### config.mk
export PLATFORM = sky130hd
export DESIGN_NAME = mecanum_joystick_wheel_mixer
export DESIGN_NICKNAME = d
export VERILOG_FILES = /design/src/rtl/mjwm_pkg.sv /design/src/rtl/mjwm_div_step.sv /design/src/rtl/mecanum_joystick_wheel_mixer.sv
export SDC_FILE = /design/constraint.sdc
export NUM_CORES = 2
export LEC_CHECK = 0
export ABC_AREA = 1
export BUFFER_PORTS_ARGS = -buffer_cell sky130_fd_sc_hd__buf_2
export CAP_MARGIN = 20
export CORE_ASPECT_RATIO = 0.9
export CORE_MARGIN = 2
export CORE_UTILIZATION = 45
export CTS_BUF_LIST = sky130_fd_sc_hd__clkbuf_8 sky130_fd_sc_hd__clkbuf_16
export CTS_CLUSTER_DIAMETER = 200
export CTS_CLUSTER_SIZE = 10
export DETAILED_ROUTE_END_ITERATION = 7
export MAX_ROUTING_LAYER = met4
export PLACE_DENSITY_LB_ADDON = 0.12
export SLEW_MARGIN = 0
export SYNTH_ARGS = -nofsm -noshare
export SYNTH_HDL_FRONTEND = slang
export SYNTH_SLANG_ARGS = --single-unit
### constraint.sdc
create_clock -name clk -period 14.2 [get_ports clk]
set_input_delay 0.71 -clock clk [delete_from_list [all_inputs] [get_ports clk]]
set_output_delay 0.71 -clock clk [all_outputs]
set_load 0.03 [all_outputs]
### src/rtl/mjwm_pkg.sv
// ----------------------------------------------------------------------------
// mjwm_pkg
// Shared types and constants for the mecanum joystick wheel mixer: register
// map, wheel gain, divider sizing and the divider state word.
// ----------------------------------------------------------------------------
`default_nettype none

package mjwm_pkg;

    // register map: index is paddr[2], registers sit at byte offsets 0 and 4
    localparam logic REG_STICK_CENTER = 1'b0;
    localparam logic REG_DEAD_BAND    = 1'b1;

    localparam int unsigned PADDR_W = 3;
    localparam int unsigned PDATA_W = 32;

    localparam logic [7:0] STICK_CENTER_RST = 8'd128;
    localparam logic [6:0] DEAD_BAND_RST    = 7'd10;

    // wheel gain, multiplied by (gear + 1) and divided by 4
    localparam logic [7:0] WHEEL_GAIN = 8'd120;

    // r / 3 for r up to 255: (r * 171) >> 9
    localparam logic [15:0] RECIP3       = 16'd171;
    localparam int unsigned RECIP3_SHIFT = 9;

    // translation gain divider: 16-bit dividend, 8-bit divisor
    localparam int unsigned DIV_W          = 16;
    localparam int unsigned DIVISOR_W      = 8;
    localparam int unsigned DIV_STEPS      = 4;
    localparam int unsigned DIV_STAGES     = DIV_W / DIV_STEPS;

    // partial remainder and dividend/quotient shift word
    typedef struct packed {
        logic [DIVISOR_W-1:0] rem;
        logic [DIV_W-1:0]     work;
    } div_state_t;

endpackage

`default_nettype wire

### src/rtl/mjwm_div_step.sv
// ----------------------------------------------------------------------------
// mjwm_div_step
// Several restoring division steps on one divider state word. Quotient bits
// shift into the bottom of the work word as dividend bits leave the top.
// ----------------------------------------------------------------------------
`default_nettype none

module mjwm_div_step (
    input  wire logic [mjwm_pkg::DIVISOR_W-1:0] divisor,
    input  wire mjwm_pkg::div_state_t           din,
    output mjwm_pkg::div_state_t                dout
);

    mjwm_pkg::div_state_t            st;
    logic [mjwm_pkg::DIVISOR_W:0]    trial;
    logic [mjwm_pkg::DIVISOR_W:0]    diff;
    logic                            qbit;

    // one quotient bit per step, compare and subtract
    always_comb
    begin
        st    = din;
        trial = '0;
        diff  = '0;
        qbit  = 1'b0;
        for (int i = 0; i < int'(mjwm_pkg::DIV_STEPS); i++)
        begin
            trial = {st.rem, st.work[mjwm_pkg::DIV_W-1]};
            diff  = trial - {1'b0, divisor};
            if (trial >= {1'b0, divisor})
            begin
                qbit   = 1'b1;
                st.rem = diff[mjwm_pkg::DIVISOR_W-1:0];
            end
            else
            begin
                qbit   = 1'b0;
                st.rem = trial[mjwm_pkg::DIVISOR_W-1:0];
            end
            st.work = {st.work[mjwm_pkg::DIV_W-2:0], qbit};
        end
        dout = st;
    end

endmodule

`default_nettype wire

### src/rtl/mecanum_joystick_wheel_mixer.sv
// ----------------------------------------------------------------------------
// mecanum_joystick_wheel_mixer
// Turns one joystick frame into four held mecanum wheel speeds: deadband and
// shift per axis, translation gain by division, rotation / 3, mixing, gear
// scaling and int16 saturation.
// ----------------------------------------------------------------------------
//
//  channel  | handshake                 | word
//  ---------+---------------------------+-------------------------------------
//  in       | in_valid / in_ready       | strafe_raw drive_raw rotate_raw
//           |                           | gear auto_mode
//  out      | out_valid / out_ready     | four wheel speeds, stick_active,
//           |                           | speeds_updated
//  config   | psel penable pwrite pready| stick_center (0x0), dead_band (0x4)
//
//  One word per cycle sustained while the output is not stalled; each word
//  passes stages a, b, the four divider stages c, d, e, f and the output.
//  Each stage has its own valid bit and advances when empty or when the stage
//  after it advances, so bubbles close up under an output stall.
//  Reset clears all valid bits, loads the register reset values and zeroes
//  the held wheel speeds, which live in the output register.
// ----------------------------------------------------------------------------
`default_nettype none

module mecanum_joystick_wheel_mixer (
    input  wire logic                                 clk,
    input  wire logic                                 rst_n,

    input  wire logic                                 in_valid,
    output      logic                                 in_ready,
    input  wire logic [7:0]                           strafe_raw,
    input  wire logic [7:0]                           drive_raw,
    input  wire logic [7:0]                           rotate_raw,
    input  wire logic [1:0]                           gear,
    input  wire logic                                 auto_mode,

    output      logic                                 out_valid,
    input  wire logic                                 out_ready,
    output      logic signed [15:0]                   front_left_speed,
    output      logic signed [15:0]                   rear_left_speed,
    output      logic signed [15:0]                   front_right_speed,
    output      logic signed [15:0]                   rear_right_speed,
    output      logic                                 stick_active,
    output      logic                                 speeds_updated,

    input  wire logic                                 psel,
    input  wire logic                                 penable,
    input  wire logic                                 pwrite,
    input  wire logic [mjwm_pkg::PADDR_W-1:0]         paddr,
    input  wire logic [mjwm_pkg::PDATA_W-1:0]         pwdata,
    output      logic [mjwm_pkg::PDATA_W-1:0]         prdata,
    output      logic                                 pready
);

    typedef struct packed {
        logic              active;
        logic signed [8:0] val;
    } axis_t;

    // fields that ride along the divider stages
    typedef struct packed {
        logic signed [8:0] x_val;
        logic signed [8:0] y_val;
        logic signed [7:0] rt;
        logic              act;
        logic [9:0]        gm;
        logic              auto_on;
    } side_t;

    localparam int unsigned NST = mjwm_pkg::DIV_STAGES;

    // ------------------------------------------------------------------------
    // configuration registers
    // ------------------------------------------------------------------------
    logic [7:0] stick_center_reg;
    logic [6:0] dead_band_reg;

    assign pready = 1'b1;

    always_ff @(posedge clk or negedge rst_n)
    begin
        if (!rst_n)
        begin
            stick_center_reg <= mjwm_pkg::STICK_CENTER_RST;
            dead_band_reg    <= mjwm_pkg::DEAD_BAND_RST;
        end
        else if (psel && penable && pwrite)
        begin
            unique case (paddr[2])
                mjwm_pkg::REG_STICK_CENTER: stick_center_reg <= pwdata[7:0];
                mjwm_pkg::REG_DEAD_BAND:    dead_band_reg    <= pwdata[6:0];
                default:                    stick_center_reg <= stick_center_reg;
            endcase
        end
    end

    always_comb
    begin
        unique case (paddr[2])
            mjwm_pkg::REG_STICK_CENTER: prdata = {24'd0, stick_center_reg};
            mjwm_pkg::REG_DEAD_BAND:    prdata = {25'd0, dead_band_reg};
            default:                    prdata = '0;
        endcase
    end

    // ------------------------------------------------------------------------
    // stage enables: a stage loads when empty or when its successor loads
    // ------------------------------------------------------------------------
    logic           a_v_reg, b_v_reg, d_v_reg, e_v_reg, f_v_reg, out_valid_reg;
    logic [NST-1:0] c_v_reg;
    logic           en_a, en_b, en_d, en_e, en_f, en_out;
    logic [NST-1:0] en_c;

    always_comb
    begin
        en_out     = !out_valid_reg || out_ready;
        en_f       = !f_v_reg || en_out;
        en_e       = !e_v_reg || en_f;
        en_d       = !d_v_reg || en_e;
        en_c[NST-1] = !c_v_reg[NST-1] || en_d;
        for (int k = int'(NST) - 2; k >= 0; k--)
        begin
            en_c[k] = !c_v_reg[k] || en_c[k+1];
        end
        en_b = !b_v_reg || en_c[0];
        en_a = !a_v_reg || en_b;
    end

    assign in_ready  = en_a;
    assign out_valid = out_valid_reg;

    // valid bits
    always_ff @(posedge clk or negedge rst_n)
    begin
        if (!rst_n)
        begin
            a_v_reg       <= 1'b0;
            b_v_reg       <= 1'b0;
            c_v_reg       <= '0;
            d_v_reg       <= 1'b0;
            e_v_reg       <= 1'b0;
            f_v_reg       <= 1'b0;
            out_valid_reg <= 1'b0;
        end
        else
        begin
            if (en_a)
                a_v_reg <= in_valid;
            if (en_b)
                b_v_reg <= a_v_reg;
            if (en_c[0])
                c_v_reg[0] <= b_v_reg;
            for (int k = 1; k < int'(NST); k++)
            begin
                if (en_c[k])
                    c_v_reg[k] <= c_v_reg[k-1];
            end
            if (en_d)
                d_v_reg <= c_v_reg[NST-1];
            if (en_e)
                e_v_reg <= d_v_reg;
            if (en_f)
                f_v_reg <= e_v_reg;
            if (en_out)
                out_valid_reg <= f_v_reg;
        end
    end

    // ------------------------------------------------------------------------
    // stage a: deadband and shift per axis, gear multiplier
    // ------------------------------------------------------------------------
    function automatic axis_t axis_shift(
        input logic [7:0]        raw,
        input logic signed [9:0] lo,
        input logic signed [9:0] hi
    );
        axis_t             res;
        logic signed [9:0] v;
        logic signed [9:0] diff;
        v = $signed({2'b00, raw});
        if (v < lo)
        begin
            diff       = v - lo;
            res.active = 1'b1;
        end
        else if (v < hi)
        begin
            diff       = '0;
            res.active = 1'b0;
        end
        else
        begin
            diff       = v - hi;
            res.active = 1'b1;
        end
        res.val = diff[8:0];
        return res;
    endfunction

    logic signed [9:0] zone_lo;
    logic signed [9:0] zone_hi;
    axis_t             ax_next, ay_next, ar_next;
    logic [9:0]        gm_next;

    axis_t      a_x_reg, a_y_reg, a_r_reg;
    logic [9:0] a_gm_reg;
    logic       a_auto_reg;

    always_comb
    begin
        zone_lo = $signed({2'b00, stick_center_reg}) - $signed({3'b000, dead_band_reg});
        zone_hi = $signed({2'b00, stick_center_reg}) + $signed({3'b000, dead_band_reg});
        ax_next = axis_shift(strafe_raw, zone_lo, zone_hi);
        ay_next = axis_shift(drive_raw, zone_lo, zone_hi);
        ar_next = axis_shift(rotate_raw, zone_lo, zone_hi);
        gm_next = {2'b00, mjwm_pkg::WHEEL_GAIN} * ({8'd0, gear} + 10'd1);
    end

    always_ff @(posedge clk)
    begin
        if (en_a)
        begin
            a_x_reg    <= ax_next;
            a_y_reg    <= ay_next;
            a_r_reg    <= ar_next;
            a_gm_reg   <= gm_next;
            a_auto_reg <= auto_mode;
        end
    end

    // ------------------------------------------------------------------------
    // stage b: gain products deadband * |v|, rotation / 3
    // ------------------------------------------------------------------------
    logic signed [8:0]    x_neg, y_neg, r_neg;
    logic [7:0]           x_mag, y_mag, r_mag;
    logic [14:0]          px, py;
    logic [15:0]          r_prod;
    logic [7:0]           rt_mag;
    mjwm_pkg::div_state_t bx_next, by_next;
    side_t                bs_next;

    mjwm_pkg::div_state_t b_x_reg, b_y_reg;
    side_t                b_s_reg;

    always_comb
    begin
        x_neg  = -a_x_reg.val;
        y_neg  = -a_y_reg.val;
        r_neg  = -a_r_reg.val;
        x_mag  = a_x_reg.val[8] ? x_neg[7:0] : a_x_reg.val[7:0];
        y_mag  = a_y_reg.val[8] ? y_neg[7:0] : a_y_reg.val[7:0];
        r_mag  = a_r_reg.val[8] ? r_neg[7:0] : a_r_reg.val[7:0];
        px     = 15'(x_mag) * 15'(dead_band_reg);
        py     = 15'(y_mag) * 15'(dead_band_reg);
        r_prod = 16'(r_mag) * mjwm_pkg::RECIP3;
        rt_mag = 8'(r_prod >> mjwm_pkg::RECIP3_SHIFT);

        bx_next.rem  = '0;
        bx_next.work = {1'b0, px};
        by_next.rem  = '0;
        by_next.work = {1'b0, py};

        bs_next.x_val   = a_x_reg.val;
        bs_next.y_val   = a_y_reg.val;
        bs_next.rt      = a_r_reg.val[8] ? -$signed(rt_mag) : $signed(rt_mag);
        bs_next.act     = a_x_reg.active || a_y_reg.active;
        bs_next.gm      = a_gm_reg;
        bs_next.auto_on = a_auto_reg;
    end

    always_ff @(posedge clk)
    begin
        if (en_b)
        begin
            b_x_reg <= bx_next;
            b_y_reg <= by_next;
            b_s_reg <= bs_next;
        end
    end

    // ------------------------------------------------------------------------
    // stages c: pipelined division by stick_center, one lane per translation axis
    // ------------------------------------------------------------------------
    mjwm_pkg::div_state_t c_x_reg [NST];
    mjwm_pkg::div_state_t c_y_reg [NST];
    side_t                c_s_reg [NST];
    mjwm_pkg::div_state_t cx_in   [NST];
    mjwm_pkg::div_state_t cy_in   [NST];
    mjwm_pkg::div_state_t cx_out  [NST];
    mjwm_pkg::div_state_t cy_out  [NST];

    for (genvar k = 0; k < int'(NST); k++)
    begin : g_div
        if (k == 0)
        begin : g_first
            assign cx_in[k] = b_x_reg;
            assign cy_in[k] = b_y_reg;
        end
        else
        begin : g_rest
            assign cx_in[k] = c_x_reg[k-1];
            assign cy_in[k] = c_y_reg[k-1];
        end

        mjwm_div_step u_div_x (
            .divisor (stick_center_reg),
            .din     (cx_in[k]),
            .dout    (cx_out[k])
        );

        mjwm_div_step u_div_y (
            .divisor (stick_center_reg),
            .din     (cy_in[k]),
            .dout    (cy_out[k])
        );

        always_ff @(posedge clk)
        begin
            if (en_c[k])
            begin
                c_x_reg[k] <= cx_out[k];
                c_y_reg[k] <= cy_out[k];
                c_s_reg[k] <= (k == 0) ? b_s_reg : c_s_reg[(k == 0) ? 0 : k-1];
            end
        end
    end

    // ------------------------------------------------------------------------
    // stage d: apply translation gain, truncated toward zero
    // ------------------------------------------------------------------------
    side_t              d_src;
    logic signed [16:0] xe, ye, qxe, qye, gx_sum, gy_sum;
    logic signed [15:0] gx_next, gy_next;

    logic signed [15:0] d_gx_reg, d_gy_reg;
    logic signed [7:0]  d_rt_reg;
    logic               d_act_reg;
    logic [9:0]         d_gm_reg;
    logic               d_auto_reg;

    always_comb
    begin
        d_src  = c_s_reg[NST-1];
        xe     = 17'(d_src.x_val);
        ye     = 17'(d_src.y_val);
        qxe    = $signed({1'b0, c_x_reg[NST-1].work});
        qye    = $signed({1'b0, c_y_reg[NST-1].work});
        gx_sum = d_src.x_val[8] ? xe - qxe : xe + qxe;
        gy_sum = d_src.y_val[8] ? ye - qye : ye + qye;
        // zero centre passes the axis through unboosted
        if (stick_center_reg == 8'd0)
        begin
            gx_sum = xe;
            gy_sum = ye;
        end
        gx_next = gx_sum[15:0];
        gy_next = gy_sum[15:0];
    end

    always_ff @(posedge clk)
    begin
        if (en_d)
        begin
            d_gx_reg   <= gx_next;
            d_gy_reg   <= gy_next;
            d_rt_reg   <= d_src.rt;
            d_act_reg  <= d_src.act;
            d_gm_reg   <= d_src.gm;
            d_auto_reg <= d_src.auto_on;
        end
    end

    // ------------------------------------------------------------------------
    // stage e: mecanum mixing, order FL RL FR RR
    // ------------------------------------------------------------------------
    logic signed [16:0] mx, my, mr;
    logic signed [16:0] mix_next [4];

    logic signed [16:0] e_spd_reg [4];
    logic               e_act_reg;
    logic [9:0]         e_gm_reg;
    logic               e_auto_reg;

    always_comb
    begin
        mx = 17'(d_gx_reg);
        my = 17'(d_gy_reg);
        mr = 17'(d_rt_reg);
        mix_next[0] = -my - mx - mr;
        mix_next[1] = -my + mx - mr;
        mix_next[2] =  my - mx - mr;
        mix_next[3] =  my + mx - mr;
    end

    always_ff @(posedge clk)
    begin
        if (en_e)
        begin
            for (int i = 0; i < 4; i++)
            begin
                e_spd_reg[i] <= mix_next[i];
            end
            e_act_reg  <= d_act_reg;
            e_gm_reg   <= d_gm_reg;
            e_auto_reg <= d_auto_reg;
        end
    end

    // ------------------------------------------------------------------------
    // stage f: scale by gain * (gear + 1)
    // ------------------------------------------------------------------------
    logic signed [27:0] prod_next [4];
    logic signed [27:0] gm_ext;

    logic signed [27:0] f_prod_reg [4];
    logic               f_act_reg;
    logic               f_auto_reg;

    always_comb
    begin
        gm_ext = $signed({18'd0, e_gm_reg});
        for (int i = 0; i < 4; i++)
        begin
            prod_next[i] = 28'(e_spd_reg[i]) * gm_ext;
        end
    end

    always_ff @(posedge clk)
    begin
        if (en_f)
        begin
            for (int i = 0; i < 4; i++)
            begin
                f_prod_reg[i] <= prod_next[i];
            end
            f_act_reg  <= e_act_reg;
            f_auto_reg <= e_auto_reg;
        end
    end

    // ------------------------------------------------------------------------
    // output stage: divide by 4 toward zero, saturate, update held speeds
    // ------------------------------------------------------------------------
    logic signed [27:0] adj [4];
    logic signed [27:0] quarter [4];
    logic signed [15:0] sat_next [4];

    logic signed [15:0] spd_reg [4];
    logic               stick_active_reg;
    logic               speeds_updated_reg;

    always_comb
    begin
        for (int i = 0; i < 4; i++)
        begin
            adj[i]     = f_prod_reg[i] + (f_prod_reg[i][27] ? 28'sd3 : 28'sd0);
            quarter[i] = adj[i] >>> 2;
            if (quarter[i] > 28'sd32767)
                sat_next[i] = 16'sh7FFF;
            else if (quarter[i] < -28'sd32768)
                sat_next[i] = 16'sh8000;
            else
                sat_next[i] = quarter[i][15:0];
        end
    end

    always_ff @(posedge clk or negedge rst_n)
    begin
        if (!rst_n)
        begin
            for (int i = 0; i < 4; i++)
            begin
                spd_reg[i] <= '0;
            end
            stick_active_reg   <= 1'b0;
            speeds_updated_reg <= 1'b0;
        end
        else if (en_out && f_v_reg)
        begin
            // auto mode keeps the held speeds
            if (!f_auto_reg)
            begin
                for (int i = 0; i < 4; i++)
                begin
                    spd_reg[i] <= sat_next[i];
                end
            end
            stick_active_reg   <= f_act_reg;
            speeds_updated_reg <= !f_auto_reg;
        end
    end

    assign front_left_speed  = spd_reg[0];
    assign rear_left_speed   = spd_reg[1];
    assign front_right_speed = spd_reg[2];
    assign rear_right_speed  = spd_reg[3];
    assign stick_active      = stick_active_reg;
    assign speeds_updated    = speeds_updated_reg;

endmodule

`default_nettype wire

==> out/metrics.cfg <==
[sta]
clock.fmax_ghz = 0.120
tightestPinTransition_ns = 0.912
finalSetupViolations = 0
finalCritPeriodShare_pct = 58.8
period_minus_slack_ns = 8.35
rsz0062_at_grt = false
hold_violations = 0
finalWorstSetupSlack_ns = 5.85
fin_tns_setup_ns = 0
relSlewSlack_pct = 39.2
slew_viol_final = 0
worst_clock_skew_ns = 0.0495

[synth]
synth_cell_types = 74
yosysTopAreaCellShare_pct = 27.1
ys_top_cells_by_area = edfxtp_1 27%, fa_1 15%, ha_1 15%
syn_area_sq_mm = 0.0701
synth_commonest_cells = 1836 x inv_1, 1706 x nand2_1, 833 x ha_1
seq_area_frac_synth_pct = 30.3
synth_edf_count = 632
yosys_warnings = 0
yosys.area.top_type = edfxtp_1
async_reset_ff_share_pct = 12.6
dominantRegCellSynth = edfxtp_1
syn_inst = 8056
synth_most_common_cell = inv_1
syn_area_per_cell_sq_um = 8.70
synth-seq-cells = 723

[critical_path]
path_buf_inv = 4
end_kind = flop
crit_type = reg -> reg
crit_top_cell = nand2_1
slowest_delay_ns = 0.58
cp_top_family = simple AND/OR/NAND/NOR gates
arrival_ns = 8.79
required_ns = 14.64
cp_slowest_cell = dfrtp_2
critPathLaunchType = flop
worstPathMaxFanout = 43

[global_routing]
grt.overflow.total = 0
gr-usage-all-layers_pct = 20.6
grt_pass1_vias = 50800
antenna_found_initial = 4
grt_start_max_net_pins = 68
grt_pass1_wl_um = 259000

[layout]
seq_area_sq_mm = 0.0213
largest_reg_flops = 136
num-nets-final = 9633
n_fill_cell = 14800
layout-drive-gt1-share_pct = 5.26
area_growth_pct = 7.62
final_core_util_pct = 48.8
multi_input_area_sq_mm = 0.0413

[cts]
cts_resized = 0
clk_pin_slew_worst_paths_ns = 0.07
cts_num_sinks = 723
cts_tree = yes
h-tree-depth = 3
cts_buffers = 82
cts_buffer_depth = 3
root_buffer = clkbuf_16
postCtsSetupRepairBufs = 0
worstSkewPairLatency_ns = 0.72
cts_hold_buf = 0

[floorplan]
rows = 137
core_sq_mm = 0.155
fp.dieArea_sq_mm = 0.159
fp.dieH_um = 379
io_pins = 170
initial_core_util_pct = 45.3
die_w_um = 420

[place]
dp_slack_ns = 5.79
gp_congestion = 0.913
hpwl_um = 123000
numPortBuffers = 118

[hold_path]
hold_path.class = in -> async

[routing]
drt_wl_total_um = 154000
postRouteAntennaNets = 0
vias = 50300
drtPass1Iterations = 6
viasPerCell = 4.86
avgRoutedWirePerCell_um = 14.9
drc = 0
drt_iter0_drc = 2526

[status]
status = completed

[job]
maxCapViolCount = 0

-- area by class of cell --
cell class | instances | area share (%)
Antenna cell | 4 | 0.0133
Multi-Input combinational cell | 5368 | 54.7
Clock buffer | 82 | 2.72
Inverter | 1864 | 9.28
Timing Repair Buffer | 156 | 1.16
Clock inverter | 51 | 0.446
Tap cell | 2085 | 3.46
Sequential cell | 723 | 28.2
-- per-stage QoR --
stage                     area [sq um]  hold WS (ns)  std cells
after global routing             75500        0.0603      10300
final                            75500        0.0276      10300
after global placement           73100         0.400      10200
after CTS                        75500        0.0132      10300
after floorplan                  70200         0.400       8083
after detailed placement         73100         0.405      10200
-- routing by layer --
| layer | global-route usage (%) | share of wire (%) | vias up |
|---|---|---|---|
| li1 | - | - | 25700 |
| met1 | 26.5 | 47 | 23600 |
| met2 | 34.0 | 47 | 721 |
| met3 | 2.74 | 3.4 | 220 |
| met4 | 6.40 | 3.1 | 0 |
| met5 | - | 0 | - |
-- placed cells by master, fill, tap and decap left out, types with 16 or more instances in the layout --
cell type	netlist	routed
nand3_1	244	244
buf_4	31	39
nand2_2	38	39
clkbuf_16	0	82
nor4_1	17	17
dfrtp_1	88	87
nor3_1	59	59
nor2_1	331	330
inv_2	24	26
edfxtp_1	632	632
o31ai_1	20	20
a31oi_1	25	25
fa_1	536	536
conb_1	2	29
nand3_2	16	16
xnor2_1	122	122
o21bai_1	20	20
xor2_1	296	296
o21ai_0	333	333
or2_2	24	24
a21o_1	21	21
nand2_1	1706	1704
o21ai_2	18	18
ha_1	833	833
nand4_1	79	79
o21ai_1	48	48
buf_2	8	117
inv_1	1836	1874
a21oi_1	392	392
-- final timing paths --
check / from / to / slack (ns) / cells past startpoint
worst max register to register: stick_center_reg[1]$_DFFE_PN0P_ / c_x_reg[0][22]$_DFFE_PP_ / 5.85 / 34
worst min-delay path: rst_n / rear_left_speed[15]$_DFFE_PN0P_ / 0.03 / 1
worst max-delay path: stick_center_reg[1]$_DFFE_PN0P_ / c_x_reg[0][22]$_DFFE_PP_ / 5.85 / 34
max in group asynchronous: rst_n / stick_center_reg[1]$_DFFE_PN0P_ / 12.98 / 2
worst min register to register: c_s_reg[3][5]$_DFFE_PP_ / d_gm_reg[4]$_DFFE_PP_ / 0.40 / 0
min in group clk: auto_mode / a_auto_reg$_DFFE_PP_ / 0.20 / 1
-- cells by family after synthesis --
group / after synthesis / share of synthesized area (%)
muxes: 1 / 0.0161
DFF: 723 / 30.3
buffers and inverters: 1992 / 10.9
xor gates and xnor gates: 419 / 5.25
other: 2 / 0.0107
adders and majority gates: 1369 / 30.2
and+or+nand+nor: 2578 / 15.6
AOI/OAI and AO/OA: 972 / 7.75
Power is not shown: default switching activity piles up to over one toggle a cycle in this logic, so the estimate is an artifact.
